<file path="src/rtl/core/lfpd_pkg.sv">
// ----------------------------------------------------------------------------
// lfpd_pkg
// Types, constants and the sensor pattern decode shared by the drive block.
// ----------------------------------------------------------------------------
`default_nettype none

package lfpd_pkg;

  localparam int GainW  = 16;
  localparam int DutyW  = 7;
  localparam int ErrW   = 4;
  localparam int SensW  = 5;
  localparam int AddrW  = 5;
  localparam int DataW  = 32;
  localparam int PidW   = 34;

  localparam logic signed [GainW-1:0] IntegLimit = 16'sd32767;

  localparam logic [2:0] REG_GAIN_P    = 3'd0;
  localparam logic [2:0] REG_GAIN_I    = 3'd1;
  localparam logic [2:0] REG_GAIN_D    = 3'd2;
  localparam logic [2:0] REG_BASE_DUTY = 3'd3;
  localparam logic [2:0] REG_MAX_DUTY  = 3'd4;

  localparam logic signed [GainW-1:0] GainPReset = 16'sd7680;
  localparam logic [DutyW-1:0] BaseDutyReset = 7'd20;
  localparam logic [DutyW-1:0] MaxDutyReset  = 7'd30;

  typedef enum logic [1:0] {
    MODE_HOLD   = 2'd0,
    MODE_FOLLOW = 2'd1,
    MODE_STOP   = 2'd2,
    MODE_NOLINE = 2'd3
  } mode_e;

  typedef enum logic [1:0] {
    KIND_NONE   = 2'd0,
    KIND_FOLLOW = 2'd1,
    KIND_STOP   = 2'd2,
    KIND_NOLINE = 2'd3
  } kind_e;

  typedef struct packed {
    kind_e                  kind;
    logic signed [ErrW-1:0] err;
  } pattern_t;

  typedef struct packed {
    mode_e                  mode;
    logic signed [ErrW-1:0] err;
  } step_t;

  typedef struct packed {
    logic signed [GainW-1:0] gain_p;
    logic signed [GainW-1:0] gain_i;
    logic signed [GainW-1:0] gain_d;
    logic [DutyW-1:0]        base_duty;
    logic [DutyW-1:0]        max_duty;
  } cfg_t;

  function automatic pattern_t decode_pattern(logic [SensW-1:0] s);
    pattern_t p;
    p.kind = KIND_NONE;
    p.err  = '0;
    case (s)
      5'd16: begin p.kind = KIND_FOLLOW; p.err = 4'sd4;  end
      5'd24: begin p.kind = KIND_FOLLOW; p.err = 4'sd3;  end
      5'd8:  begin p.kind = KIND_FOLLOW; p.err = 4'sd2;  end
      5'd12: begin p.kind = KIND_FOLLOW; p.err = 4'sd1;  end
      5'd4:  begin p.kind = KIND_FOLLOW; p.err = 4'sd0;  end
      5'd6:  begin p.kind = KIND_FOLLOW; p.err = -4'sd1; end
      5'd2:  begin p.kind = KIND_FOLLOW; p.err = -4'sd2; end
      5'd3:  begin p.kind = KIND_FOLLOW; p.err = -4'sd3; end
      5'd1:  begin p.kind = KIND_FOLLOW; p.err = -4'sd4; end
      5'd31, 5'd15, 5'd30, 5'd14, 5'd7, 5'd28: begin
        p.kind = KIND_STOP;
      end
      5'd0: begin
        p.kind = KIND_NOLINE;
      end
      default: begin
        p.kind = KIND_NONE;
      end
    endcase
    return p;
  endfunction

  // Truncation toward zero then clamp: negative sums always land on 0.
  function automatic logic [DutyW-1:0] clamp_duty(logic signed [PidW-1:0] v,
                                                  logic [DutyW-1:0] maxd);
    logic [PidW-9:0] whole;
    logic [DutyW-1:0] r;
    whole = v[PidW-1:8];
    if (v[PidW-1]) begin
      r = '0;
    end else if (whole > (PidW-8)'(maxd)) begin
      r = maxd;
    end else begin
      r = whole[DutyW-1:0];
    end
    return r;
  endfunction

endpackage

`default_nettype wire

</file>
<file path="src/rtl/core/lfpd_sensor_if.sv">
// ----------------------------------------------------------------------------
// lfpd_sensor_if
// Valid/ready channel carrying one line-sensor sample per transaction.
// ----------------------------------------------------------------------------
`default_nettype none

interface lfpd_sensor_if;
  logic       valid;
  logic       ready;
  logic [4:0] sensor_bits;

  modport source (output valid, output sensor_bits, input ready);
  modport sink   (input valid, input sensor_bits, output ready);
endinterface

`default_nettype wire

</file>
<file path="src/rtl/core/lfpd_drive_if.sv">
// ----------------------------------------------------------------------------
// lfpd_drive_if
// Valid/ready channel carrying one drive result per transaction.
// ----------------------------------------------------------------------------
`default_nettype none

interface lfpd_drive_if;
  logic              valid;
  logic              ready;
  logic [1:0]        drive_mode;
  logic signed [3:0] position_error;
  logic [6:0]        left_duty;
  logic [6:0]        right_duty;
  logic              duty_updated;

  modport source (output valid, output drive_mode, output position_error,
                  output left_duty, output right_duty, output duty_updated,
                  input ready);
  modport sink   (input valid, input drive_mode, input position_error,
                  input left_duty, input right_duty, input duty_updated,
                  output ready);
endinterface

`default_nettype wire

</file>
<file path="src/rtl/core/lfpd_front.sv">
// ----------------------------------------------------------------------------
// lfpd_front
// Accepts sensor samples, decodes the pattern and tracks mode and error.
// ----------------------------------------------------------------------------
`default_nettype none

module lfpd_front (
  input  wire logic            clk_i,
  input  wire logic            rst_ni,
  lfpd_sensor_if.sink          sensor_i,
  input  wire logic            full_i,
  output logic                 push_o,
  output lfpd_pkg::step_t      push_data_o
);

  lfpd_pkg::mode_e                    mode_q, mode_d;
  logic signed [lfpd_pkg::ErrW-1:0]   err_q, err_d;
  lfpd_pkg::pattern_t                 pat;

  assign sensor_i.ready = !full_i;
  assign push_o         = sensor_i.valid && !full_i;
  assign pat            = lfpd_pkg::decode_pattern(sensor_i.sensor_bits);

  always_comb begin
    mode_d = mode_q;
    err_d  = err_q;
    if (pat.kind != lfpd_pkg::KIND_NONE) begin
      mode_d = lfpd_pkg::mode_e'(pat.kind);
      err_d  = pat.err;
    end
  end

  assign push_data_o.mode = mode_d;
  assign push_data_o.err  = err_d;

  always_ff @(posedge clk_i or negedge rst_ni) begin
    if (!rst_ni) begin
      mode_q <= lfpd_pkg::MODE_HOLD;
      err_q  <= '0;
    end else if (push_o) begin
      mode_q <= mode_d;
      err_q  <= err_d;
    end
  end

endmodule

`default_nettype wire

</file>
<file path="src/rtl/core/lfpd_queue.sv">
// ----------------------------------------------------------------------------
// lfpd_queue
// Small FIFO between the decode front and the PID back end.
// ----------------------------------------------------------------------------
`default_nettype none

module lfpd_queue #(
  parameter int Depth = 2
) (
  input  wire logic            clk_i,
  input  wire logic            rst_ni,
  input  wire logic            push_i,
  input  wire lfpd_pkg::step_t data_i,
  output logic                 full_o,
  input  wire logic            pop_i,
  output lfpd_pkg::step_t      data_o,
  output logic                 empty_o
);

  localparam int PtrW = (Depth > 1) ? $clog2(Depth) : 1;
  localparam int CntW = $clog2(Depth + 1);

  lfpd_pkg::step_t  mem_q [Depth];
  logic [PtrW-1:0]  wr_ptr_q, wr_ptr_d;
  logic [PtrW-1:0]  rd_ptr_q, rd_ptr_d;
  logic [CntW-1:0]  cnt_q, cnt_d;

  assign full_o  = (cnt_q == CntW'(Depth));
  assign empty_o = (cnt_q == '0);
  assign data_o  = mem_q[rd_ptr_q];

  always_comb begin
    wr_ptr_d = wr_ptr_q;
    rd_ptr_d = rd_ptr_q;
    cnt_d    = cnt_q;
    if (push_i) begin
      wr_ptr_d = (wr_ptr_q == PtrW'(Depth - 1)) ? '0 : wr_ptr_q + 1'b1;
    end
    if (pop_i) begin
      rd_ptr_d = (rd_ptr_q == PtrW'(Depth - 1)) ? '0 : rd_ptr_q + 1'b1;
    end
    if (push_i && !pop_i) begin
      cnt_d = cnt_q + 1'b1;
    end else if (pop_i && !push_i) begin
      cnt_d = cnt_q - 1'b1;
    end
  end

  always_ff @(posedge clk_i or negedge rst_ni) begin
    if (!rst_ni) begin
      wr_ptr_q <= '0;
      rd_ptr_q <= '0;
      cnt_q    <= '0;
    end else begin
      wr_ptr_q <= wr_ptr_d;
      rd_ptr_q <= rd_ptr_d;
      cnt_q    <= cnt_d;
    end
  end

  always_ff @(posedge clk_i) begin
    if (push_i) begin
      mem_q[wr_ptr_q] <= data_i;
    end
  end

endmodule

`default_nettype wire

</file>
<file path="src/rtl/core/lfpd_back.sv">
// ----------------------------------------------------------------------------
// lfpd_back
// Three-stage PID datapath: integral/derivative, products, duty sum and clamp.
// ----------------------------------------------------------------------------
`default_nettype none

module lfpd_back (
  input  wire logic            clk_i,
  input  wire logic            rst_ni,
  input  wire lfpd_pkg::cfg_t  cfg_i,
  input  wire lfpd_pkg::step_t data_i,
  input  wire logic            empty_i,
  output logic                 pop_o,
  lfpd_drive_if.source         drive_o
);

  localparam int GW = lfpd_pkg::GainW;
  localparam int EW = lfpd_pkg::ErrW;
  localparam int DW = lfpd_pkg::DutyW;
  localparam int PW = lfpd_pkg::PidW;

  logic en;

  // running PID state
  logic signed [GW-1:0] integ_q, integ_d;
  logic signed [EW-1:0] prior_q, prior_d;
  logic signed [GW:0]   isum_wide;
  logic signed [GW-1:0] isum_sat;
  logic signed [EW:0]   dterm;

  // stage 1
  logic                 s1_v_q;
  lfpd_pkg::mode_e      s1_mode_q;
  logic signed [EW-1:0] s1_err_q;
  logic signed [GW-1:0] s1_isum_q;
  logic signed [EW:0]   s1_dterm_q;

  // stage 2
  logic                   s2_v_q;
  lfpd_pkg::mode_e        s2_mode_q;
  logic signed [EW-1:0]   s2_err_q;
  logic signed [GW+EW-1:0] prod_p_q;
  logic signed [2*GW-1:0]  prod_i_q;
  logic signed [GW+EW:0]   prod_d_q;

  // output register
  logic                 out_v_q;
  lfpd_pkg::mode_e      out_mode_q;
  logic signed [EW-1:0] out_err_q;
  logic [DW-1:0]        out_left_q, out_left_d;
  logic [DW-1:0]        out_right_q, out_right_d;
  logic                 out_upd_q, out_upd_d;

  logic signed [PW-1:0] pid;
  logic signed [PW-1:0] base_q88;

  assign en    = !out_v_q || drive_o.ready;
  assign pop_o = en && !empty_i;

  always_comb begin
    isum_wide = (GW+1)'(integ_q) + (GW+1)'(data_i.err);
    if (isum_wide > (GW+1)'(lfpd_pkg::IntegLimit)) begin
      isum_sat = lfpd_pkg::IntegLimit;
    end else if (isum_wide < -(GW+1)'(lfpd_pkg::IntegLimit)) begin
      isum_sat = -lfpd_pkg::IntegLimit;
    end else begin
      isum_sat = isum_wide[GW-1:0];
    end
    dterm   = (EW+1)'(data_i.err) - (EW+1)'(prior_q);
    integ_d = integ_q;
    prior_d = prior_q;
    if (pop_o) begin
      case (data_i.mode)
        lfpd_pkg::MODE_FOLLOW: begin
          integ_d = isum_sat;
          prior_d = data_i.err;
        end
        lfpd_pkg::MODE_NOLINE: begin
          prior_d = '0;
        end
        default: begin
          prior_d = prior_q;
        end
      endcase
    end
  end

  always_ff @(posedge clk_i or negedge rst_ni) begin
    if (!rst_ni) begin
      integ_q <= '0;
      prior_q <= '0;
      s1_v_q  <= 1'b0;
      s2_v_q  <= 1'b0;
    end else begin
      integ_q <= integ_d;
      prior_q <= prior_d;
      if (en) begin
        s1_v_q <= pop_o;
        s2_v_q <= s1_v_q;
      end
    end
  end

  always_ff @(posedge clk_i) begin
    if (pop_o) begin
      s1_mode_q  <= data_i.mode;
      s1_err_q   <= data_i.err;
      s1_isum_q  <= isum_sat;
      s1_dterm_q <= dterm;
    end
    if (en) begin
      s2_mode_q <= s1_mode_q;
      s2_err_q  <= s1_err_q;
      prod_p_q  <= (GW+EW)'(cfg_i.gain_p) * (GW+EW)'(s1_err_q);
      prod_i_q  <= (2*GW)'(cfg_i.gain_i) * (2*GW)'(s1_isum_q);
      prod_d_q  <= (GW+EW+1)'(cfg_i.gain_d) * (GW+EW+1)'(s1_dterm_q);
    end
  end

  assign pid      = PW'(prod_p_q) + PW'(prod_i_q) + PW'(prod_d_q);
  assign base_q88 = $signed({{(PW-DW-8){1'b0}}, cfg_i.base_duty, 8'h00});

  always_comb begin
    out_left_d  = out_left_q;
    out_right_d = out_right_q;
    out_upd_d   = 1'b0;
    case (s2_mode_q)
      lfpd_pkg::MODE_FOLLOW: begin
        out_left_d  = lfpd_pkg::clamp_duty(base_q88 - pid, cfg_i.max_duty);
        out_right_d = lfpd_pkg::clamp_duty(base_q88 + pid, cfg_i.max_duty);
        out_upd_d   = 1'b1;
      end
      lfpd_pkg::MODE_NOLINE: begin
        out_left_d  = '0;
        out_right_d = '0;
        out_upd_d   = 1'b1;
      end
      default: begin
        out_upd_d = 1'b0;
      end
    endcase
  end

  always_ff @(posedge clk_i or negedge rst_ni) begin
    if (!rst_ni) begin
      out_v_q     <= 1'b0;
      out_mode_q  <= lfpd_pkg::MODE_HOLD;
      out_err_q   <= '0;
      out_left_q  <= '0;
      out_right_q <= '0;
      out_upd_q   <= 1'b0;
    end else if (en) begin
      out_v_q <= s2_v_q;
      if (s2_v_q) begin
        out_mode_q  <= s2_mode_q;
        out_err_q   <= s2_err_q;
        out_left_q  <= out_left_d;
        out_right_q <= out_right_d;
        out_upd_q   <= out_upd_d;
      end
    end
  end

  assign drive_o.valid          = out_v_q;
  assign drive_o.drive_mode     = 2'(out_mode_q);
  assign drive_o.position_error = out_err_q;
  assign drive_o.left_duty      = out_left_q;
  assign drive_o.right_duty     = out_right_q;
  assign drive_o.duty_updated   = out_upd_q;

  a_integ_sym: assert property (@(posedge clk_i) disable iff (!rst_ni)
    integ_q != -lfpd_pkg::IntegLimit - 16'sd1)
    else $error("integral left its symmetric range");

  a_noline_clears: assert property (@(posedge clk_i) disable iff (!rst_ni)
    (pop_o && data_i.mode == lfpd_pkg::MODE_NOLINE) |=> (prior_q == '0))
    else $error("previous error not cleared on lost line");

  a_duty_clamp: assert property (@(posedge clk_i) disable iff (!rst_ni)
    (out_v_q && out_upd_q && out_mode_q == lfpd_pkg::MODE_FOLLOW) |->
      (out_left_q <= cfg_i.max_duty && out_right_q <= cfg_i.max_duty))
    else $error("duty above clamp");

endmodule

`default_nettype wire

</file>
<file path="src/rtl/core/line_follower_pid_drive.sv">
// ----------------------------------------------------------------------------
// line_follower_pid_drive
// Five-sensor line follower decode with a fixed-point PID motor drive.
//
// sensor_i carries one 5-bit sample per transaction (valid/ready); drive_o
// returns exactly one result per sample, in order: mode, position error,
// left and right duty, and whether the duties were rewritten.
// Gains and duty limits sit in an APB register file (gain_p, gain_i,
// gain_d, base_duty, max_duty at 0x0..0x10); write them only while idle.
// The front decodes each sample and updates mode/error in the accept
// cycle, then a queue feeds a three-stage back end (integral and
// derivative, products, sum and clamp) ending in the output register.
// Each sample is registered in the queue, stage 1, stage 2 and the output
// register; one sample per cycle is sustained while drive_o is ready.
// Reset restores the register defaults, clears mode, error, integral and
// duties, and empties the queue and pipeline. When drive_o stalls the back
// end holds, the queue fills and sensor_i.ready drops once it is full.
// ----------------------------------------------------------------------------
`default_nettype none

module line_follower_pid_drive #(
  parameter int QueueDepth = 2
) (
  input  wire logic                         clk_i,
  input  wire logic                         rst_ni,
  input  wire logic                         psel,
  input  wire logic                         penable,
  input  wire logic                         pwrite,
  input  wire logic [lfpd_pkg::AddrW-1:0]   paddr,
  input  wire logic [lfpd_pkg::DataW-1:0]   pwdata,
  output logic      [lfpd_pkg::DataW-1:0]   prdata,
  output logic                              pready,
  lfpd_sensor_if.sink                       sensor_i,
  lfpd_drive_if.source                      drive_o
);

  lfpd_pkg::cfg_t  cfg_q;
  logic            wr_en;
  logic [2:0]      reg_idx;
  logic            push, full, pop, empty;
  lfpd_pkg::step_t push_data, pop_data;

  assign pready  = 1'b1;
  assign reg_idx = paddr[4:2];
  assign wr_en   = psel && penable && pwrite && pready;

  always_ff @(posedge clk_i or negedge rst_ni) begin
    if (!rst_ni) begin
      cfg_q.gain_p    <= lfpd_pkg::GainPReset;
      cfg_q.gain_i    <= '0;
      cfg_q.gain_d    <= '0;
      cfg_q.base_duty <= lfpd_pkg::BaseDutyReset;
      cfg_q.max_duty  <= lfpd_pkg::MaxDutyReset;
    end else if (wr_en) begin
      case (reg_idx)
        lfpd_pkg::REG_GAIN_P:    cfg_q.gain_p    <= pwdata[15:0];
        lfpd_pkg::REG_GAIN_I:    cfg_q.gain_i    <= pwdata[15:0];
        lfpd_pkg::REG_GAIN_D:    cfg_q.gain_d    <= pwdata[15:0];
        lfpd_pkg::REG_BASE_DUTY: cfg_q.base_duty <= pwdata[6:0];
        lfpd_pkg::REG_MAX_DUTY:  cfg_q.max_duty  <= pwdata[6:0];
        default: begin
        end
      endcase
    end
  end

  always_comb begin
    case (reg_idx)
      lfpd_pkg::REG_GAIN_P:    prdata = 32'(cfg_q.gain_p);
      lfpd_pkg::REG_GAIN_I:    prdata = 32'(cfg_q.gain_i);
      lfpd_pkg::REG_GAIN_D:    prdata = 32'(cfg_q.gain_d);
      lfpd_pkg::REG_BASE_DUTY: prdata = 32'(cfg_q.base_duty);
      lfpd_pkg::REG_MAX_DUTY:  prdata = 32'(cfg_q.max_duty);
      default:                 prdata = '0;
    endcase
  end

  lfpd_front u_front (
    .clk_i       (clk_i),
    .rst_ni      (rst_ni),
    .sensor_i    (sensor_i),
    .full_i      (full),
    .push_o      (push),
    .push_data_o (push_data)
  );

  lfpd_queue #(
    .Depth (QueueDepth)
  ) u_queue (
    .clk_i   (clk_i),
    .rst_ni  (rst_ni),
    .push_i  (push),
    .data_i  (push_data),
    .full_o  (full),
    .pop_i   (pop),
    .data_o  (pop_data),
    .empty_o (empty)
  );

  lfpd_back u_back (
    .clk_i   (clk_i),
    .rst_ni  (rst_ni),
    .cfg_i   (cfg_q),
    .data_i  (pop_data),
    .empty_i (empty),
    .pop_o   (pop),
    .drive_o (drive_o)
  );

endmodule

`default_nettype wire

</file>
<file path="src/flat_wrapper.sv">
// flat-port wrapper written by rule: the top's interface ports become plain ports
module line_follower_pid_drive_flat 
#(
  parameter int QueueDepth = 2
)
  (clk_i, rst_ni, psel, penable, pwrite, paddr, pwdata, prdata, pready, sensor_i_valid, sensor_i_sensor_bits, sensor_i_ready, drive_o_valid, drive_o_drive_mode, drive_o_position_error, drive_o_left_duty, drive_o_right_duty, drive_o_duty_updated, drive_o_ready);
  lfpd_sensor_if sensor_i_i ();
  lfpd_drive_if drive_o_i ();
  input  wire logic clk_i;
  input  wire logic rst_ni;
  input  wire logic psel;
  input  wire logic penable;
  input  wire logic pwrite;
  input  wire logic [lfpd_pkg::AddrW-1:0] paddr;
  input  wire logic [lfpd_pkg::DataW-1:0] pwdata;
  output logic      [lfpd_pkg::DataW-1:0] prdata;
  output logic pready;
  input wire logic [$bits(sensor_i_i.valid)-1:0] sensor_i_valid;
  input wire logic [$bits(sensor_i_i.sensor_bits)-1:0] sensor_i_sensor_bits;
  output wire logic [$bits(sensor_i_i.ready)-1:0] sensor_i_ready;
  output wire logic [$bits(drive_o_i.valid)-1:0] drive_o_valid;
  output wire logic [$bits(drive_o_i.drive_mode)-1:0] drive_o_drive_mode;
  output wire logic [$bits(drive_o_i.position_error)-1:0] drive_o_position_error;
  output wire logic [$bits(drive_o_i.left_duty)-1:0] drive_o_left_duty;
  output wire logic [$bits(drive_o_i.right_duty)-1:0] drive_o_right_duty;
  output wire logic [$bits(drive_o_i.duty_updated)-1:0] drive_o_duty_updated;
  input wire logic [$bits(drive_o_i.ready)-1:0] drive_o_ready;
  assign sensor_i_i.valid = sensor_i_valid;
  assign sensor_i_i.sensor_bits = sensor_i_sensor_bits;
  assign sensor_i_ready = sensor_i_i.ready;
  assign drive_o_valid = drive_o_i.valid;
  assign drive_o_drive_mode = drive_o_i.drive_mode;
  assign drive_o_position_error = drive_o_i.position_error;
  assign drive_o_left_duty = drive_o_i.left_duty;
  assign drive_o_right_duty = drive_o_i.right_duty;
  assign drive_o_duty_updated = drive_o_i.duty_updated;
  assign drive_o_i.ready = drive_o_ready;
  line_follower_pid_drive #(.QueueDepth(QueueDepth)) u_core (.clk_i(clk_i), .rst_ni(rst_ni), .psel(psel), .penable(penable), .pwrite(pwrite), .paddr(paddr), .pwdata(pwdata), .prdata(prdata), .pready(pready), .sensor_i(sensor_i_i), .drive_o(drive_o_i));
endmodule
</file>
<file path="config.mk">
export PLATFORM = sky130hd
export DESIGN_NAME = line_follower_pid_drive_flat
export DESIGN_NICKNAME = d
export VERILOG_FILES = /design/src/rtl/core/lfpd_pkg.sv /design/src/rtl/core/lfpd_sensor_if.sv /design/src/rtl/core/lfpd_drive_if.sv /design/src/rtl/core/lfpd_front.sv /design/src/rtl/core/lfpd_queue.sv /design/src/rtl/core/lfpd_back.sv /design/src/rtl/core/line_follower_pid_drive.sv /design/src/flat_wrapper.sv
export SDC_FILE = /design/constraint.sdc
export NUM_CORES = 2
export LEC_CHECK = 0
export ABC_AREA = 1
export BUFFER_PORTS_ARGS = -buffer_cell sky130_fd_sc_hd__buf_4
export CAP_MARGIN = 20
export CELL_PAD_IN_SITES_DETAIL_PLACEMENT = 1
export CELL_PAD_IN_SITES_GLOBAL_PLACEMENT = 2
export CORE_MARGIN = 3
export CORE_UTILIZATION = 40
export CTS_CLUSTER_DIAMETER = 60
export DETAILED_ROUTE_END_ITERATION = 7
export GPL_TIMING_DRIVEN = 0
export PLACE_DENSITY_LB_ADDON = 0.3
export SLEW_MARGIN = 20
export SYNTH_ARGS = -nofsm -noshare
export SYNTH_HDL_FRONTEND = slang
export SYNTH_SLANG_ARGS = --single-unit
</file>
<file path="constraint.sdc">
create_clock -name clk_i -period 15.5 [get_ports clk_i]
set_input_delay 3.1 -clock clk_i [delete_from_list [all_inputs] [get_ports clk_i]]
set_output_delay 3.1 -clock clk_i [all_outputs]
set_load 0.03 [all_outputs]
</file>
# Word-level counts from Yosys, hierarchy flattened
# Memory sizes are Yosys's and may differ from the RTL's.
# Cells that the tools add are included.
[totals] out_inout_bits=56 memories=1 word_cells=123 regBits=222 mem_bits_rw=12
[mem_list] name="u_core.u_queue.mem_q" depth=2 word_bits=6 rd=1 rd_ports_with_merged_regs=0 wr=1 line="lfpd_queue.sv:23" text="lfpd_pkg::step_t mem_q [Depth];"
[op_classes] n_mul=3 muxes=21 add_sub_neg=10 n_reduce_logical=31 n_eq_ne=24 order_cmp=4
[ops] operator="32-bit case mux with 5 select lines" n=1
[ops] operator="26-bit by 7-bit > comparator with 1-bit output" n=2
[ops] operator="16-bit by 34-bit adder with 34-bit output" n=1
[ops] operator="33-bit by 21-bit adder with 34-bit output" n=1
[ops] operator="16-bit by 34-bit subtractor with 34-bit output" n=1
[ops] operator="20-bit by 32-bit adder with 33-bit output" n=1
[ops] operator="16-bit by 16-bit multiplier with 32-bit output" n=1
[ops] operator="16-bit 2-to-1 mux" n=2
[ops] operator="4-bit case mux with 8 select lines" n=1
[ops] operator="7-bit 2-to-1 mux" n=4
[ops] operator="7-bit case mux with 2 select lines" n=2
[ops] operator="5-bit equality test (second input constant)" n=5
[ops] operator="16-bit by 5-bit multiplier with 21-bit output" n=1
[ops] operator="5-bit by 4-bit equality test with 1-bit output (second input constant)" n=4
[ops] operator="16-bit by 4-bit multiplier with 20-bit output" n=1
[ops] operator="16-bit by 4-bit adder with 17-bit output" n=1
[ops] operator="17-bit by 16-bit > comparator with 1-bit output (second input constant)" n=1
[ops] operator="17-bit by 16-bit < comparator with 1-bit output (second input constant)" n=1
[ops] operator="2-bit AND reduction" n=8
[ops] operator="5-bit by 3-bit equality test with 1-bit output (second input constant)" n=3
[ops] operator="5-bit by 2-bit equality test with 1-bit output (second input constant)" n=2
[ops] operator="9-bit OR reduction" n=1
[ops] operator="4-bit case mux with 2 select lines" n=1
[ops] operator="2-bit nonzero test" n=4
[ops] operator="other kinds (23)" n=43

# Depth between registers and ports, before layout
[depth] depth_word=7 ltp_mapped=36 mapped_depth_nobuf=35

# Modules after synthesis
# Synthesis repeated with hierarchy kept, for this count alone.
[hier_totals] cells_unflattened=3991 hier_area_um2=31358.8
[modules_own_cells] module="lfpd_back" n_inst=1 area_per_inst_um2=26969.6 cells_per_inst=3469
[modules_own_cells] module="line_follower_pid_drive" n_inst=1 area_per_inst_um2=3195.6 cells_per_inst=395
[modules_own_cells] module="lfpd_queue" n_inst=1 area_per_inst_um2=668.1 cells_per_inst=44
[modules_own_cells] module="lfpd_front" n_inst=1 area_per_inst_um2=525.5 cells_per_inst=83

# Worst setup path before layout
# OpenSTA, ideal clock, no wires.
[synth_timing] path_type="input-to-output" startpoint="input port paddr[2] (netlist bit)" endpoint="output port prdata[16] (netlist bit)" cell_stages=5 required_time_ns=12.400 slack_ns=7.635 t_arrival_ns=4.765 path_buffers=2 cell_sequence="nor3_1 -> clkbuf_1 -> nand2_1 -> nand3_1 -> buf_4"
[synth_between] elab_chain_len=2 word_cells_on_any_way=6 cone_classes="eq/ne (4); mux (1); reduce/logical (1)"
[synth_lines] element="start: declaration" line="flat_wrapper.sv:14" text="input wire logic [lfpd_pkg::AddrW-1:0] paddr;"
[synth_lines] element="3-bit equality test (tied with other cells)" line="line_follower_pid_drive.sv:68" text="case (reg_idx)"
[synth_lines] element="32-bit case mux with 5 select lines *" line="line_follower_pid_drive.sv:68"
[synth_lines] element="end: declaration" line="flat_wrapper.sv:16" text="output logic [lfpd_pkg::DataW-1:0] prdata;"
# Mark *: on every way between the ends. The rest lies on a longest branch, timed or not.

# Final worst setup path
[layout_timing] startpoint="input port paddr[4] (netlist bit)" endpoint="output port prdata[31] (netlist bit)"
# The elaborated chain is that of the path after synthesis.

==> reports/summary.txt <==
Outcome: finished clean
Total CTS buffers: 31
Die area: 78900 um2
Seq cells post-synth: 234
Setup crit end kind: primary output
Worst setup path class: input port to primary output
Hold Crit Class: register to register
Max FO, Critical Path: 17
DR vias: 24609
CTS tree: done
Startpoint types: input port
GR peak layer: met2
Share of cells above drive strength 1: 7.63%
Placed wire-length estimate: 79100 um
Core area: 74700 um2
Postcts setup bufs: 0
Mapped Area: 30200 um2
First-pass GRT wire length: 148000 um
Commonest non-fill, non-tap cell in the layout: nand2_1
Met2 Usage GRT: 43.2%
Post-Syn Instances: 3829
Met3 usage: 2.19%
Distinct cells, synth: 59
R2R Path Start: u_core.cfg_q[32]$_DFFE_PN0P_
Final Hold Viols: 0
Sequential area share after synthesis: 21.4%
CP Data Required Time: 12.40 ns
PostCTS Resize Cnt: 0
Gr ovfl total: 0
Worst R2R End: u_core.u_back.prod_i_q[25]$_DFFE_PN_
Fin. max-slew vios: 0
Hold path startpoint: u_core.u_back.s1_mode_q[1]$_DFFE_PP_
Buffers on Ports: 85
Die height: 281 um
Flop2flop setup slack: 7.81 ns
Final setup TNS: 0 ns
Final min period: 8.64 ns
# H-tree levels: 1
Vias/cell: 4.98
GR met1 Demand/Resource: 32.2%
Achievable frequency: 116 MHz
RSZ-0062 raised after global routing: no
Final nets: 4618
Setup Skew: 0.0323 ns
ANT cells: 0
Worst reg-to-reg path cell count: 22
Remaining DRCs: 0
Worst-Skew Late Latency: 0.59 ns
DR iter-0 viols: 1281
GRT Overall Usage: 24.3%
Vias in the first global route: 26605
Syn nets: 4497
Hold endpoint: u_core.u_back.s2_mode_q[1]$_DFFE_PN_
CTS Root Cell: clkbuf_16
Clock transition at path regs: 0.06 ns
Pin count of the biggest net entering global routing: 83
Ys flop type: edfxtp_1
Router iterations before antenna repair: 5
Starting Density: 40.5%
Critical Path AT: 5.54 ns
Rows: 100
Hold depth: 0
Routed length per instance: 18.8 um
Post-route ant nets: 0
Slew @ Worst Pin: 1.04 ns
Top Ports: 105
Die width: 281 um
Worst rel slew slack: 29.6%
Number of flops mapped to enable cells by yosys: 118
Yosys warning total: 0
Max-cap violations: 0
Synth Area per Inst: 7.90 um2
CTS sink cnt: 234
WL final: 92800 um
Initial antenna violation count: 2
Gpl congestion: 0.867
P&R area growth vs syn: 9.77%
Cts hold-fix bufs: 0
Most frequent cells in the layout: 1090 x nand2_1, 822 x inv_1, 381 x fa_1
Ys async rst share: 49.6%
Tcrit/Tclk final: 55.7%
Final setup fails: 0
Clock Tree Buf Depth: 3
==> through the flow <==
step	utilization (%)	instance area (um2)	worst slack [ns]	cells	hold WS [ns]
after detailed placement	43.1	32200	6.82	4886	0.416
after global placement	43.0	32100	6.87	4883	0.401
after floorplan	-	30200	7.64	3829	0.400
after global routing	44.4	33200	6.70	4942	0.465
final	44.4	33200	6.86	4942	0.430
after CTS	44.4	33200	6.81	4942	0.431
==> worst max path at each step <==
| stage | start | to | slack [ns] | depth (start not counted) |
|---|---|---|---|---|
| after floorplan | paddr[2] | prdata[16] | 7.64 | 5 |
| after global placement | paddr[4] | prdata[31] | 6.87 | 7 |
| after detailed placement | paddr[4] | prdata[18] | 6.82 | 7 |
| after CTS | paddr[4] | prdata[31] | 6.81 | 7 |
| after global routing | paddr[4] | prdata[31] | 6.70 | 7 |
| final | paddr[4] | prdata[31] | 6.86 | 7 |
==> cells by family (layout without fill, tap and decap cells) <==
logic type	count (synthesis)	in the layout	synth area share, %
DFF	234	234	21.4
buffers and inverters	973	1117	12.3
other	1	1	0.0124
muxes	1	1	0.0331
xor gates and xnor gates	120	120	3.55
and+or+nand+nor	1537	1537	21.3
AOI/OAI and AO/OA	344	344	6.34
adders and majority gates	619	619	35.1
==> synth_stat cells (all sizes together), types with 11 or more instances <==
cell       n  area share (%)
a21oi    129             2.2
buf       20            0.47
clkbuf   101             1.3
dfrtp    106             8.8
edfxtp   118              12
fa       381              25
ha       238             9.8
inv      847              11
nand2   1123              14
nand3    144             2.5
nand4     28            0.58
nor2     178             2.6
nor3      20            0.42
o21ai    145             2.4
o21bai    11            0.27
or2       35            0.72
xnor2     38             1.1
xor2      82             2.4
==> final cells by class <==
type                    count  area (um2)
clock inverters            16         143
plain buffers             121         522
flip-flops and latches    234        6460
inverters                 852        3200
clock buffers              40         851
repair buffers             88         728
fillers                  9174       41500
multi-input cells        2622       20100
well taps                 969        1210
==> state kept, by name (all words and copies together), names as in the netlist, 4 cells and up <==
name                                  cells
u_core.cfg_q                             62
u_core.u_back.prod_i_q                   32
u_core.u_back.prod_d_q                   21
u_core.u_back.prod_p_q                   20
u_core.u_back.integ_q                    16
u_core.u_back.s1_isum_q                  16
u_core.u_queue.mem_q                     12
u_core.u_back.drive_o.left_duty           7
u_core.u_back.drive_o.right_duty          7
u_core.u_back.s1_dterm_q                  5
u_core.u_back.drive_o.position_error      4
u_core.u_back.prior_q                     4
u_core.u_back.s1_err_q                    4
u_core.u_back.s2_err_q                    4
u_core.u_front.err_q                      4
==> routing by layer <==
metal / wire, um / up-vias
met3: 3250 / 96
met2: 45800 / 388
met5: 0 / -
li1: - / 11838
met1: 41600 / 12287
met4: 2170 / 0
==> worst max-delay path, stage by stage <==
cell,delay (ns)
buf_4,0.14
nor3_1,0.63
clkbuf_1,0.60
nand2_1,0.13
nand3_1,0.53
buf_4,0.22
buf_4,0.16
Power is left out: the tool's default activity adds up to more than one toggle a clock period on the data nets, which glitch-free logic cannot reach.
